`src/rtl/lfd_pkg.sv`:
```
// shared widths, fixed controller constants and the output saturation helper
// for the line-follow drive controller; no dependencies
package lfd_pkg;

  // shared multiplier operand and product widths
  localparam int MUL_A_W = 17;
  localparam int MUL_B_W = 30;
  localparam int PROD_W  = MUL_A_W + MUL_B_W;

  // accumulator for the two-term sums
  localparam int ACC_W = 43;

  // negative distance drive is clamped to this signed width before scaling
  localparam int NEG_CLAMP_W = 29;

  // speed outputs and the width fed to the saturation helper
  localparam int OUT_W    = 12;
  localparam int SAT_IN_W = 32;

  // line rotation term
  localparam int ROT_W = 20;

  // fixed thresholds and gains
  localparam logic [7:0]  DIST_DEADBAND   = 8'd10;
  localparam logic [7:0]  LINE_DEADBAND   = 8'd5;
  localparam logic [15:0] SOUND_THRESHOLD = 16'd10000;
  localparam logic [9:0]  WIDTH_THRESHOLD = 10'd200;
  localparam logic [7:0]  RANGE_OFFSET    = 8'd40;
  localparam logic [12:0] REVERSE_GAIN    = 13'd512;

  // clamp a signed value into the 12 bit speed range
  function automatic logic signed [OUT_W-1:0] sat12(input logic signed [SAT_IN_W-1:0] v);
    logic signed [SAT_IN_W-1:0] hi;
    logic signed [SAT_IN_W-1:0] lo;
    hi = SAT_IN_W'(2047);
    lo = -SAT_IN_W'(2048);
    if (v > hi) begin
      return OUT_W'(2047);
    end else if (v < lo) begin
      return OUT_W'(2048);
    end
    return v[OUT_W-1:0];
  endfunction

endpackage

```
`src/rtl/line_follow_pi_pd_drive.sv`:
```
// line-follow drive controller top level: register port, sequencer and datapath
// depends on lfd_pkg and lfd_mul
//
//   channel   direction  handshake               beat contents
//   cfg       in / out   psel penable pwrite     8 registers at byte address 4*i
//   in        in         in_valid_i in_stall_o   sound, line error, width, range
//   out       out        out_valid_o out_stall_i left, right speed, corner flag
//
// one beat in gives one beat out; the cruise and corner paths step through S_CHK,
// S_LD, S_LACC, S_LROT and S_SEL to S_DONE (a line error inside the deadband
// skips S_LD to S_LROT, a silent beat goes from S_CHK to S_DONE) and the distance
// regulator path adds S_INT to S_DRV and, for reverse drive, S_NEG, set by the
// passes through the single shared multiplier; a new beat waits for S_IDLE
// in_stall_o stays high while a beat is being worked on
// a finished result waits in the staging registers while the output is stalled,
// holding the sequencer in S_DONE; no next beat is accepted meanwhile
// reset is asynchronous and restores the register defaults and clears
// the integrator and the stored line error
module line_follow_pi_pd_drive (
  input  logic                               clk_i,
  input  logic                               rst_ni,
  // register port
  input  logic                               psel,
  input  logic                               penable,
  input  logic                               pwrite,
  input  logic [4:0]                         paddr,
  input  logic [31:0]                        pwdata,
  output logic [31:0]                        prdata,
  output logic                               pready,
  // input beats
  input  logic                               in_valid_i,
  output logic                               in_stall_o,
  input  logic [15:0]                        sound_level_i,
  input  logic signed [9:0]                  line_error_i,
  input  logic [9:0]                         line_width_i,
  input  logic [11:0]                        range_mm_i,
  // output beats
  output logic                               out_valid_o,
  input  logic                               out_stall_i,
  output logic signed [lfd_pkg::OUT_W-1:0]   left_speed_o,
  output logic signed [lfd_pkg::OUT_W-1:0]   right_speed_o,
  output logic                               corner_seen_o
);
  import lfd_pkg::*;

  // register indexes
  localparam logic [2:0] REG_BASE_SPEED    = 3'd0;
  localparam logic [2:0] REG_TARGET_DIST   = 3'd1;
  localparam logic [2:0] REG_DETECT_DIST   = 3'd2;
  localparam logic [2:0] REG_INTEGRAL_LIM  = 3'd3;
  localparam logic [2:0] REG_DIST_P_GAIN   = 3'd4;
  localparam logic [2:0] REG_DIST_I_GAIN   = 3'd5;
  localparam logic [2:0] REG_LINE_P_GAIN   = 3'd6;
  localparam logic [2:0] REG_LINE_D_GAIN   = 3'd7;

  typedef enum logic [3:0] {
    S_IDLE,   // wait for a beat
    S_CHK,    // sound gate, line deadband; issue line_p * e
    S_LD,     // load first product; issue line_d * (e - prev)
    S_LACC,   // add second product, store e as previous
    S_LROT,   // rotation = acc / 256 toward zero
    S_SEL,    // corner / obstacle / cruise decision
    S_INT,    // integrator update with clamp
    S_PM,     // issue dist_p * err
    S_IM,     // load product; issue dist_i * integral
    S_SACC,   // add second product
    S_DRV,    // positive drive or issue reverse scaling
    S_NEG,    // reverse drive = product / 65536 toward zero
    S_DONE    // hand result to the output register
  } state_e;

  // ---------------------------------------------------------------------------
  // configuration registers
  // ---------------------------------------------------------------------------
  logic [10:0] base_q;
  logic [11:0] target_q;
  logic [11:0] detect_q;
  logic [22:0] ilim_q;
  logic [15:0] dpg_q;
  logic [15:0] dig_q;
  logic [15:0] lpg_q;
  logic [15:0] ldg_q;

  logic       cfg_wr;
  logic [2:0] cfg_idx;

  assign pready  = 1'b1;
  assign cfg_wr  = psel & penable & pwrite;
  assign cfg_idx = paddr[4:2];

  always_ff @(posedge clk_i or negedge rst_ni) begin
    if (!rst_ni) begin
      base_q   <= 11'd600;
      target_q <= 12'd30;
      detect_q <= 12'd200;
      ilim_q   <= 23'd2000;
      dpg_q    <= 16'd2560;
      dig_q    <= 16'd64;
      lpg_q    <= 16'd512;
      ldg_q    <= 16'd256;
    end else if (cfg_wr) begin
      case (cfg_idx)
        REG_BASE_SPEED:   base_q   <= pwdata[10:0];
        REG_TARGET_DIST:  target_q <= pwdata[11:0];
        REG_DETECT_DIST:  detect_q <= pwdata[11:0];
        REG_INTEGRAL_LIM: ilim_q   <= pwdata[22:0];
        REG_DIST_P_GAIN:  dpg_q    <= pwdata[15:0];
        REG_DIST_I_GAIN:  dig_q    <= pwdata[15:0];
        REG_LINE_P_GAIN:  lpg_q    <= pwdata[15:0];
        REG_LINE_D_GAIN:  ldg_q    <= pwdata[15:0];
        default: ;
      endcase
    end
  end

  always_comb begin
    case (cfg_idx)
      REG_BASE_SPEED:   prdata = {21'd0, base_q};
      REG_TARGET_DIST:  prdata = {20'd0, target_q};
      REG_DETECT_DIST:  prdata = {20'd0, detect_q};
      REG_INTEGRAL_LIM: prdata = {9'd0, ilim_q};
      REG_DIST_P_GAIN:  prdata = {16'd0, dpg_q};
      REG_DIST_I_GAIN:  prdata = {16'd0, dig_q};
      REG_LINE_P_GAIN:  prdata = {16'd0, lpg_q};
      REG_LINE_D_GAIN:  prdata = {16'd0, ldg_q};
      default:          prdata = 32'd0;
    endcase
  end

  // ---------------------------------------------------------------------------
  // sequencer state, captured beat, controller state and result staging
  // ---------------------------------------------------------------------------
  state_e                    state_q;
  logic [15:0]               sound_q;
  logic signed [9:0]         e_q;
  logic [9:0]                width_q;
  logic [11:0]               range_q;
  logic signed [9:0]         prev_q;       // previous line error
  logic signed [23:0]        isum_q;       // distance integrator
  logic signed [13:0]        err_q;        // distance error of this beat
  logic signed [ACC_W-1:0]   acc_q;
  logic signed [ROT_W-1:0]   rot_q;
  logic signed [OUT_W-1:0]   res_left_q;
  logic signed [OUT_W-1:0]   res_right_q;
  logic                      res_corner_q;
  logic                      out_valid_q;
  logic signed [OUT_W-1:0]   left_q;
  logic signed [OUT_W-1:0]   right_q;
  logic                      corner_q;

  // ---------------------------------------------------------------------------
  // datapath around the shared multiplier
  // ---------------------------------------------------------------------------
  logic signed [10:0]        e_ext;
  logic [10:0]               e_abs;
  logic [10:0]               prev_abs;
  logic signed [10:0]        e_diff;
  logic                      line_db;
  logic signed [12:0]        d_val;        // corrected range
  logic                      obstacle;
  logic signed [13:0]        err_val;
  logic [13:0]               err_abs;
  logic                      dist_off;
  logic signed [24:0]        isum_sum;
  logic signed [24:0]        lim_pos;
  logic signed [24:0]        isum_clamped;
  logic signed [23:0]        isum_next;
  logic signed [ACC_W-1:0]   acc_rnd;
  logic signed [ACC_W-1:0]   acc_shr8;
  logic signed [ACC_W-1:0]   rot_full;
  logic [NEG_CLAMP_W-1:0]    s_clamp;
  logic signed [ACC_W-1:0]   base_q8;
  logic signed [SAT_IN_W-1:0] pos_v;
  logic signed [PROD_W-1:0]  prod;
  logic signed [PROD_W-1:0]  prod_rnd;
  logic signed [PROD_W-1:0]  prod_shr16;
  logic signed [SAT_IN_W-1:0] neg_v;
  logic signed [SAT_IN_W-1:0] base32;
  logic signed [SAT_IN_W-1:0] rot32;
  logic signed [MUL_A_W-1:0] mul_a;
  logic signed [MUL_B_W-1:0] mul_b;
  logic                      mul_en;
  logic                      out_free;

  // line error magnitude and difference
  assign e_ext    = {e_q[9], e_q};
  assign e_abs    = e_q[9] ? 11'(-e_ext) : 11'(e_ext);
  assign prev_abs = prev_q[9] ? 11'(-{prev_q[9], prev_q}) : 11'({prev_q[9], prev_q});
  assign e_diff   = e_ext - {prev_q[9], prev_q};
  assign line_db  = e_abs < {3'd0, LINE_DEADBAND};

  // obstacle test and distance error
  assign d_val    = $signed({1'b0, range_q}) - $signed({5'd0, RANGE_OFFSET});
  assign obstacle = $signed({d_val[12], d_val}) < $signed({2'b00, detect_q});
  assign err_val  = $signed({d_val[12], d_val}) - $signed({2'b00, target_q});
  assign err_abs  = err_val[13] ? 14'(-err_val) : 14'(err_val);
  assign dist_off = (err_abs < {6'd0, DIST_DEADBAND}) || (err_abs > {2'b00, detect_q});

  // integrator with symmetric clamp
  assign isum_sum = {isum_q[23], isum_q} + {{11{err_q[13]}}, err_q};
  assign lim_pos  = $signed({2'b00, ilim_q});
  always_comb begin
    if (isum_sum > lim_pos) begin
      isum_clamped = lim_pos;
    end else if (isum_sum < -lim_pos) begin
      isum_clamped = -lim_pos;
    end else begin
      isum_clamped = isum_sum;
    end
  end
  assign isum_next = isum_clamped[23:0];

  // rotation: divide by 256 rounding toward zero
  assign acc_rnd  = acc_q + (acc_q[ACC_W-1] ? ACC_W'(255) : ACC_W'(0));
  assign rot_full = acc_rnd >>> 8;

  // reverse drive input: past the clamp the scaled result saturates anyway
  assign s_clamp = (&acc_q[ACC_W-1:NEG_CLAMP_W-1]) ? acc_q[NEG_CLAMP_W-1:0]
                                                   : {1'b1, {(NEG_CLAMP_W-1){1'b0}}};

  // forward drive: capped at base speed
  assign base_q8  = $signed({{(ACC_W-19){1'b0}}, base_q, 8'd0});
  assign acc_shr8 = acc_q >>> 8;
  assign pos_v    = (acc_q > base_q8) ? $signed({21'd0, base_q}) : acc_shr8[SAT_IN_W-1:0];

  // reverse drive: divide by 65536 rounding toward zero
  assign prod_rnd   = prod + (prod[PROD_W-1] ? PROD_W'(65535) : PROD_W'(0));
  assign prod_shr16 = prod_rnd >>> 16;
  assign neg_v      = prod_shr16[SAT_IN_W-1:0];

  // cruise terms
  assign base32 = $signed({21'd0, base_q});
  assign rot32  = {{(SAT_IN_W-ROT_W){rot_q[ROT_W-1]}}, rot_q};

  // operand select for the shared multiplier
  always_comb begin
    mul_en = 1'b1;
    case (state_q)
      S_CHK: begin
        mul_a = $signed({1'b0, lpg_q});
        mul_b = {{(MUL_B_W-10){e_q[9]}}, e_q};
      end
      S_LD: begin
        mul_a = $signed({1'b0, ldg_q});
        mul_b = {{(MUL_B_W-11){e_diff[10]}}, e_diff};
      end
      S_PM: begin
        mul_a = $signed({1'b0, dpg_q});
        mul_b = {{(MUL_B_W-14){err_q[13]}}, err_q};
      end
      S_IM: begin
        mul_a = $signed({1'b0, dig_q});
        mul_b = {{(MUL_B_W-24){isum_q[23]}}, isum_q};
      end
      S_DRV: begin
        mul_a = $signed({{(MUL_A_W-13){1'b0}}, REVERSE_GAIN});
        mul_b = {{(MUL_B_W-NEG_CLAMP_W){s_clamp[NEG_CLAMP_W-1]}}, s_clamp};
      end
      default: begin
        mul_en = 1'b0;
        mul_a  = '0;
        mul_b  = '0;
      end
    endcase
  end

  lfd_mul #(
    .AW (MUL_A_W),
    .BW (MUL_B_W)
  ) u_mul (
    .clk_i (clk_i),
    .en_i  (mul_en),
    .a_i   (mul_a),
    .b_i   (mul_b),
    .p_o   (prod)
  );

  // output register can take a new result
  assign out_free = !out_valid_q || !out_stall_i;

  // ---------------------------------------------------------------------------
  // sequencer
  // ---------------------------------------------------------------------------
  always_ff @(posedge clk_i or negedge rst_ni) begin
    if (!rst_ni) begin
      state_q      <= S_IDLE;
      sound_q      <= '0;
      e_q          <= '0;
      width_q      <= '0;
      range_q      <= '0;
      prev_q       <= '0;
      isum_q       <= '0;
      err_q        <= '0;
      acc_q        <= '0;
      rot_q        <= '0;
      res_left_q   <= '0;
      res_right_q  <= '0;
      res_corner_q <= 1'b0;
      out_valid_q  <= 1'b0;
      left_q       <= '0;
      right_q      <= '0;
      corner_q     <= 1'b0;
    end else begin
      // output beat loaded at hand-off, dropped once downstream took it
      if (state_q == S_DONE && out_free) begin
        out_valid_q <= 1'b1;
      end else if (out_valid_q && !out_stall_i) begin
        out_valid_q <= 1'b0;
      end

      case (state_q)
        S_IDLE: begin
          if (in_valid_i) begin
            sound_q <= sound_level_i;
            e_q     <= line_error_i;
            width_q <= line_width_i;
            range_q <= range_mm_i;
            state_q <= S_CHK;
          end
        end

        S_CHK: begin
          if (sound_q <= SOUND_THRESHOLD) begin
            // silent: all zero, no state change
            res_left_q   <= '0;
            res_right_q  <= '0;
            res_corner_q <= 1'b0;
            state_q      <= S_DONE;
          end else if (line_db) begin
            rot_q   <= '0;
            state_q <= S_SEL;
          end else begin
            state_q <= S_LD;
          end
        end

        S_LD: begin
          acc_q   <= prod[ACC_W-1:0];
          state_q <= S_LACC;
        end

        S_LACC: begin
          acc_q   <= acc_q + prod[ACC_W-1:0];
          prev_q  <= e_q;
          state_q <= S_LROT;
        end

        S_LROT: begin
          rot_q   <= rot_full[ROT_W-1:0];
          state_q <= S_SEL;
        end

        S_SEL: begin
          if (width_q > WIDTH_THRESHOLD) begin
            // wide line: corner request, wheels stopped
            res_left_q   <= '0;
            res_right_q  <= '0;
            res_corner_q <= 1'b1;
            state_q      <= S_DONE;
          end else if (obstacle) begin
            res_corner_q <= 1'b0;
            if (dist_off) begin
              // inside the deadband or past the cutoff: stop, integrator kept
              res_left_q  <= '0;
              res_right_q <= '0;
              state_q     <= S_DONE;
            end else begin
              err_q   <= err_val;
              state_q <= S_INT;
            end
          end else begin
            res_left_q   <= sat12(base32 + rot32);
            res_right_q  <= sat12(base32 - rot32);
            res_corner_q <= 1'b0;
            state_q      <= S_DONE;
          end
        end

        S_INT: begin
          isum_q  <= isum_next;
          state_q <= S_PM;
        end

        S_PM: begin
          state_q <= S_IM;
        end

        S_IM: begin
          acc_q   <= prod[ACC_W-1:0];
          state_q <= S_SACC;
        end

        S_SACC: begin
          acc_q   <= acc_q + prod[ACC_W-1:0];
          state_q <= S_DRV;
        end

        S_DRV: begin
          if (acc_q[ACC_W-1]) begin
            state_q <= S_NEG;
          end else begin
            res_left_q  <= sat12(pos_v);
            res_right_q <= sat12(pos_v);
            state_q     <= S_DONE;
          end
        end

        S_NEG: begin
          res_left_q  <= sat12(neg_v);
          res_right_q <= sat12(neg_v);
          state_q     <= S_DONE;
        end

        S_DONE: begin
          if (out_free) begin
            left_q      <= res_left_q;
            right_q     <= res_right_q;
            corner_q    <= res_corner_q;
            state_q     <= S_IDLE;
          end
        end

        default: begin
          state_q <= S_IDLE;
        end
      endcase
    end
  end

  assign in_stall_o    = (state_q != S_IDLE);
  assign out_valid_o   = out_valid_q;
  assign left_speed_o  = left_q;
  assign right_speed_o = right_q;
  assign corner_seen_o = corner_q;

  // ---------------------------------------------------------------------------
  // assertions
  // ---------------------------------------------------------------------------

  // an accepted beat keeps the input side busy in the next cycle
  a_busy_after_accept: assert property (@(posedge clk_i) disable iff (!rst_ni)
    in_valid_i && !in_stall_o |=> in_stall_o)
    else $error("input not stalled after accept");

  // a corner request always comes with stopped wheels
  a_corner_stops: assert property (@(posedge clk_i) disable iff (!rst_ni)
    out_valid_o && corner_seen_o |-> left_speed_o == '0 && right_speed_o == '0)
    else $error("corner beat with nonzero speed");

  // stored line error is only ever taken from outside the deadband
  a_prev_outside_db: assert property (@(posedge clk_i) disable iff (!rst_ni)
    prev_q == '0 || prev_abs >= {3'd0, LINE_DEADBAND})
    else $error("stored line error inside deadband");

  // a new output beat only comes from the hand-off step
  a_out_from_done: assert property (@(posedge clk_i) disable iff (!rst_ni)
    !out_valid_o ##1 out_valid_o |-> $past(state_q == S_DONE))
    else $error("output valid without hand-off");

endmodule

```
`src/rtl/lfd_mul.sv`:
```
// shared signed multiplier with a registered product
// depends on lfd_pkg for the default operand widths
module lfd_mul #(
  parameter int AW = lfd_pkg::MUL_A_W,
  parameter int BW = lfd_pkg::MUL_B_W
) (
  input  logic                 clk_i,
  input  logic                 en_i,
  input  logic signed [AW-1:0] a_i,
  input  logic signed [BW-1:0] b_i,
  output logic signed [AW+BW-1:0] p_o
);
  import lfd_pkg::*;

  logic signed [AW+BW-1:0] p_q;

  always_ff @(posedge clk_i) begin
    if (en_i) begin
      p_q <= a_i * b_i;
    end
  end

  assign p_o = p_q;

endmodule
```
`config.mk`:
```
export PLATFORM = sky130hd
export DESIGN_NAME = line_follow_pi_pd_drive
export DESIGN_NICKNAME = d
export VERILOG_FILES = /design/src/rtl/lfd_pkg.sv /design/src/rtl/line_follow_pi_pd_drive.sv /design/src/rtl/lfd_mul.sv
export SDC_FILE = /design/constraint.sdc
export NUM_CORES = 2
export LEC_CHECK = 0
export BUFFER_PORTS_ARGS = -buffer_cell sky130_fd_sc_hd__buf_2
export CAP_MARGIN = 20
export CORE_MARGIN = 5
export CORE_UTILIZATION = 40
export DETAILED_ROUTE_END_ITERATION = 8
export SLEW_MARGIN = 20
export SYNTH_ARGS = -nofsm -noshare
export SYNTH_HDL_FRONTEND = slang
export SYNTH_SLANG_ARGS = --single-unit
```
`constraint.sdc`:
```
create_clock -name clk_i -period 11 [get_ports clk_i]
set_input_delay 0.55 -clock clk_i [delete_from_list [all_inputs] [get_ports clk_i]]
set_output_delay 0.55 -clock clk_i [all_outputs]
set_load 0.03 [all_outputs]
```
==> impl_metrics.env <==
export IMPL_seq_area_sq_mm=0.009847
export IMPL_switching_power_uw=8920
export IMPL_finalHoldViolCount=0
export IMPL_power_frac_comb_pct=70.9
export IMPL_io_pins=152
export IMPL_drive_above_1_share_pct=10.85
export IMPL_setup_worst_path_start="e_q[0]$_DFFE_PN0P_"
export IMPL_cts_max_path_buffers=3
export IMPL_cts_root_buf="clkbuf_16"
export IMPL_grt_max_degree=84
export IMPL_place_congestion=0.9326
export IMPL_maxSlewViolCount=0
export IMPL_syn_avg_cell_area_sq_um=8.840
export IMPL_max_cap_violations=0
export IMPL_leakage_uw=0.02293
export IMPL_post_cts_buffers=0
export IMPL_yosys_warnings=0
export IMPL_p_clk_share_pct=10.8
export IMPL_netlist_instances=4999
export IMPL_required_ps=11340
export IMPL_insertion_delay_ps=630
export IMPL_timing_hold_ws_ps=148.8
export IMPL_core_area_sq_mm=0.1102
export IMPL_grt_pass1_vias=37280
export IMPL_antenna_found_initial=10
export IMPL_ys_ff_latch=383
export IMPL_netlist_area_sq_mm=0.04419
export IMPL_min_period_ps=10120
export IMPL_grt_overflow=0
export IMPL_seqPwrFrac_pct=18.3
export IMPL_drtAntennaViolNets=0
export IMPL_cts_tree="done"
export IMPL_synthArstFlopShare_pct=87.73
export IMPL_post_drt_wl_per_cell_um=22.00
export IMPL_cp_arrival_ps=10460
export IMPL_syn2layout_area_growth_pct=9.972
export IMPL_grt_pass1_wl_um=224200
export IMPL_dp_hpwl_um=114900
export IMPL_critPathSlowestCell="a221oi_1"
export IMPL_dieArea_sq_mm=0.1172
export IMPL_synth_top_area_share_pct=20.70
export IMPL_tightest_slew_ps=1135
export IMPL_p_total_uw=16840
export IMPL_ir_drop_mv=0.2373
export IMPL_synth_most_common_cell="inv_1"
export IMPL_min_from="range_mm_i[1]"
export IMPL_dr_pass1_iters=6
export IMPL_dieHeight_um=342.4
export IMPL_rsz0062_at_grt="no"
export IMPL_grtUsageTotal_pct=24.69
export IMPL_htreeDepth=2
export IMPL_fill_cells=10870
export IMPL_slowest_delay_ps=830
export IMPL_synth_commonest_cells="712 x inv_1, 628 x nand2_1, 457 x fa_1"
export IMPL_hold_class="in -> reg"
export IMPL_setup_violations=0
export IMPL_numCtsBuffers=47
export IMPL_routed_via_count=37230
export IMPL_vias_per_cell=5.650
export IMPL_power_density_mw_per_mm2=346.5
export IMPL_fin_nets=5937
export IMPL_drt_iter0_drc=2988
export IMPL_max_freq_ghz=0.09880
export IMPL_clkTransAtPathRegs_ps=70
export IMPL_synth_area_leaders="fa_1 21%, dfrtp_1 18%, ha_1 9.3%, inv_1 6.0%, nand2_1 5.3%"
export IMPL_dieWidth_um=342.4
export IMPL_multi_input_area_sq_mm=0.03095
export IMPL_timing_worst_setup_path_type="reg -> reg"
export IMPL_synth_edff_count=47
export IMPL_initial_utilization_pct=40.10
export IMPL_clock_sinks=383
export IMPL_wl_um=145000
export IMPL_swShare_pct=52.97
export IMPL_fin_worst_skew_ps=45.94
export IMPL_stdcell_area_sq_mm=0.04860
export IMPL_dominantRegCellSynth="dfrtp_1"
export IMPL_cp_start_kind="register"
export IMPL_fin_crit_sh_pct=92.01
export IMPL_status="finished, final reports clean"
export IMPL_numPortBuffers=130
export IMPL_reg2reg_from="e_q[0]$_DFFE_PN0P_"
export IMPL_fp_row_count=122
export IMPL_setup_tns_ps=0
export IMPL_drc_errors=0
export IMPL_endpoint_kind="register"
export IMPL_slew_headroom_pct=24.31
export IMPL_intPower_uw=7919
export IMPL_synth_cell_types=97
export IMPL_dpl_cell_area_sq_mm=0.04676
export IMPL_seq_area_frac_synth_pct=22.28
export IMPL_synth_top_area_cell="fa_1"
export IMPL_cp_max_fo=29
export IMPL_cp_common_cell="fa_1"
through the flow:
| stage | util (%) | setup WS (ps) | cells |
|---|---|---|---|
| 2_1_floorplan | - | 1460 | 5007 |
| 3_3_place_gp | 42.43 | 1094 | 6496 |
| 3_5_place_dp | 42.43 | 1042 | 6496 |
| 4_1_cts | 44.08 | 983.4 | 6584 |
| 5_1_grt | 44.09 | 40.03 | 6587 |
| 6_report | 44.10 | 878.4 | 6589 |
power groups by stage:
| stage | Sequential (uW) | Combinational (uW) | Clock [uW] |
|---|---|---|---|
| final | 3080 | 11900 | 1820 |
| after global routing | 3150 | 13300 | 1890 |
| after CTS | 3050 | 11800 | 1850 |
| after detailed placement | 3080 | 11700 | 0 |
| after global placement | 3060 | 11600 | 0 |
| after floorplan | 2660 | 8580 | 0 |
flip-flops by register name, indices dropped and copies added (netlist names), 4 cells and up:
signal / flops
range_q: 12
ilim_q: 23
rot_q: 20
res_right_q: 12
ldg_q: 16
prev_q: 10
width_q: 10
target_q: 12
base_q: 11
state_q: 4
right_speed_o: 12
acc_q: 43
dpg_q: 16
lpg_q: 16
u_mul.p_o: 47
isum_q: 24
sound_q: 16
res_left_q: 12
err_q: 14
dig_q: 16
detect_q: 12
e_q: 10
left_speed_o: 12
worst max-delay path, delay by kind of cell (launching register included):
kind	cells	cell delay [ps]
flops	1	430
buf+inv	5	660
simple gates	4	590
fa+ha+maj	9	4140
compound gates	17	3830
xor+xnor	1	150
routing by layer:
layer / share of wire, % / global-route usage [%] / vias to the layer above
met5: 0.032 / 0 / -
met4: 3.8 / 8.218 / 8
met3: 9.4 / 5.356 / 270
met2: 43 / 38.31 / 1431
met1: 43 / 34.39 / 18560
li1: - / - / 16960
worst paths after layout:
check | endpoint | slack, ps | cells past startpoint
max | u_mul.p_o[45]$_DFFE_PP_ | 880 | 36
min | range_q[1]$_DFFE_PN0P_ | 150 | 2
max reg2reg | u_mul.p_o[45]$_DFFE_PP_ | 880 | 36
min reg2reg | right_speed_o[2]$_DFFE_PN0P_ | 480 | 2
max in group asynchronous | acc_q[33]$_DFFE_PN0P_ | 8210 | 4
min in group asynchronous | isum_q[23]$_DFFE_PN0P_ | 510 | 2
logic make-up (layout without fill, tap and decap cells):
kind of cell               Yosys count  after routing  synth area share (%)
xor gates and xnor gates           197            197                 3.952
and+or+nand+nor                   1442           1442                 14.44
muxes                              224            224                 5.716
adders and majority gates          787            787                 30.04
DFF                                383            383                 22.28
other                                2             14               0.01699
buffers and inverters              943           1033                 8.157
AOI/OAI and AO/OA                 1021           1021                 15.40
timing repair:
action,CTS,global route
hold buffers,1,0
resized for setup,0,0
hold endpoints to repair,80,0
cell type report:
type / instances / area share (%)
multi-input cells: 3681 / 63.68
flip-flops and latches: 383 / 20.26
inverters: 712 / 5.499
well taps: 1488 / 3.831
repair buffers: 234 / 2.992
clock buffers: 63 / 2.734
clock inverters: 24 / 0.9809
diodes: 4 / 0.02060
placed cells by master (no fill, tap or decap), types with 40 or more instances in the layout:
cell type,instances
dfrtp_1,314
nand2_1,626
nand4_1,49
nand3_1,98
a21o_1,95
xor2_1,60
mux2i_1,60
inv_1,712
ha_1,329
o21ai_0,242
buf_4,101
mux2_2,147
a31oi_1,43
o21a_1,49
edfxtp_1,47
and3_1,40
fa_1,457
buf_2,129
xnor2_1,135
a21oi_1,201
nor3_1,65
nor2_1,370
a22oi_1,42
clkbuf_16,49
Power figures use the tool's default switching activity.
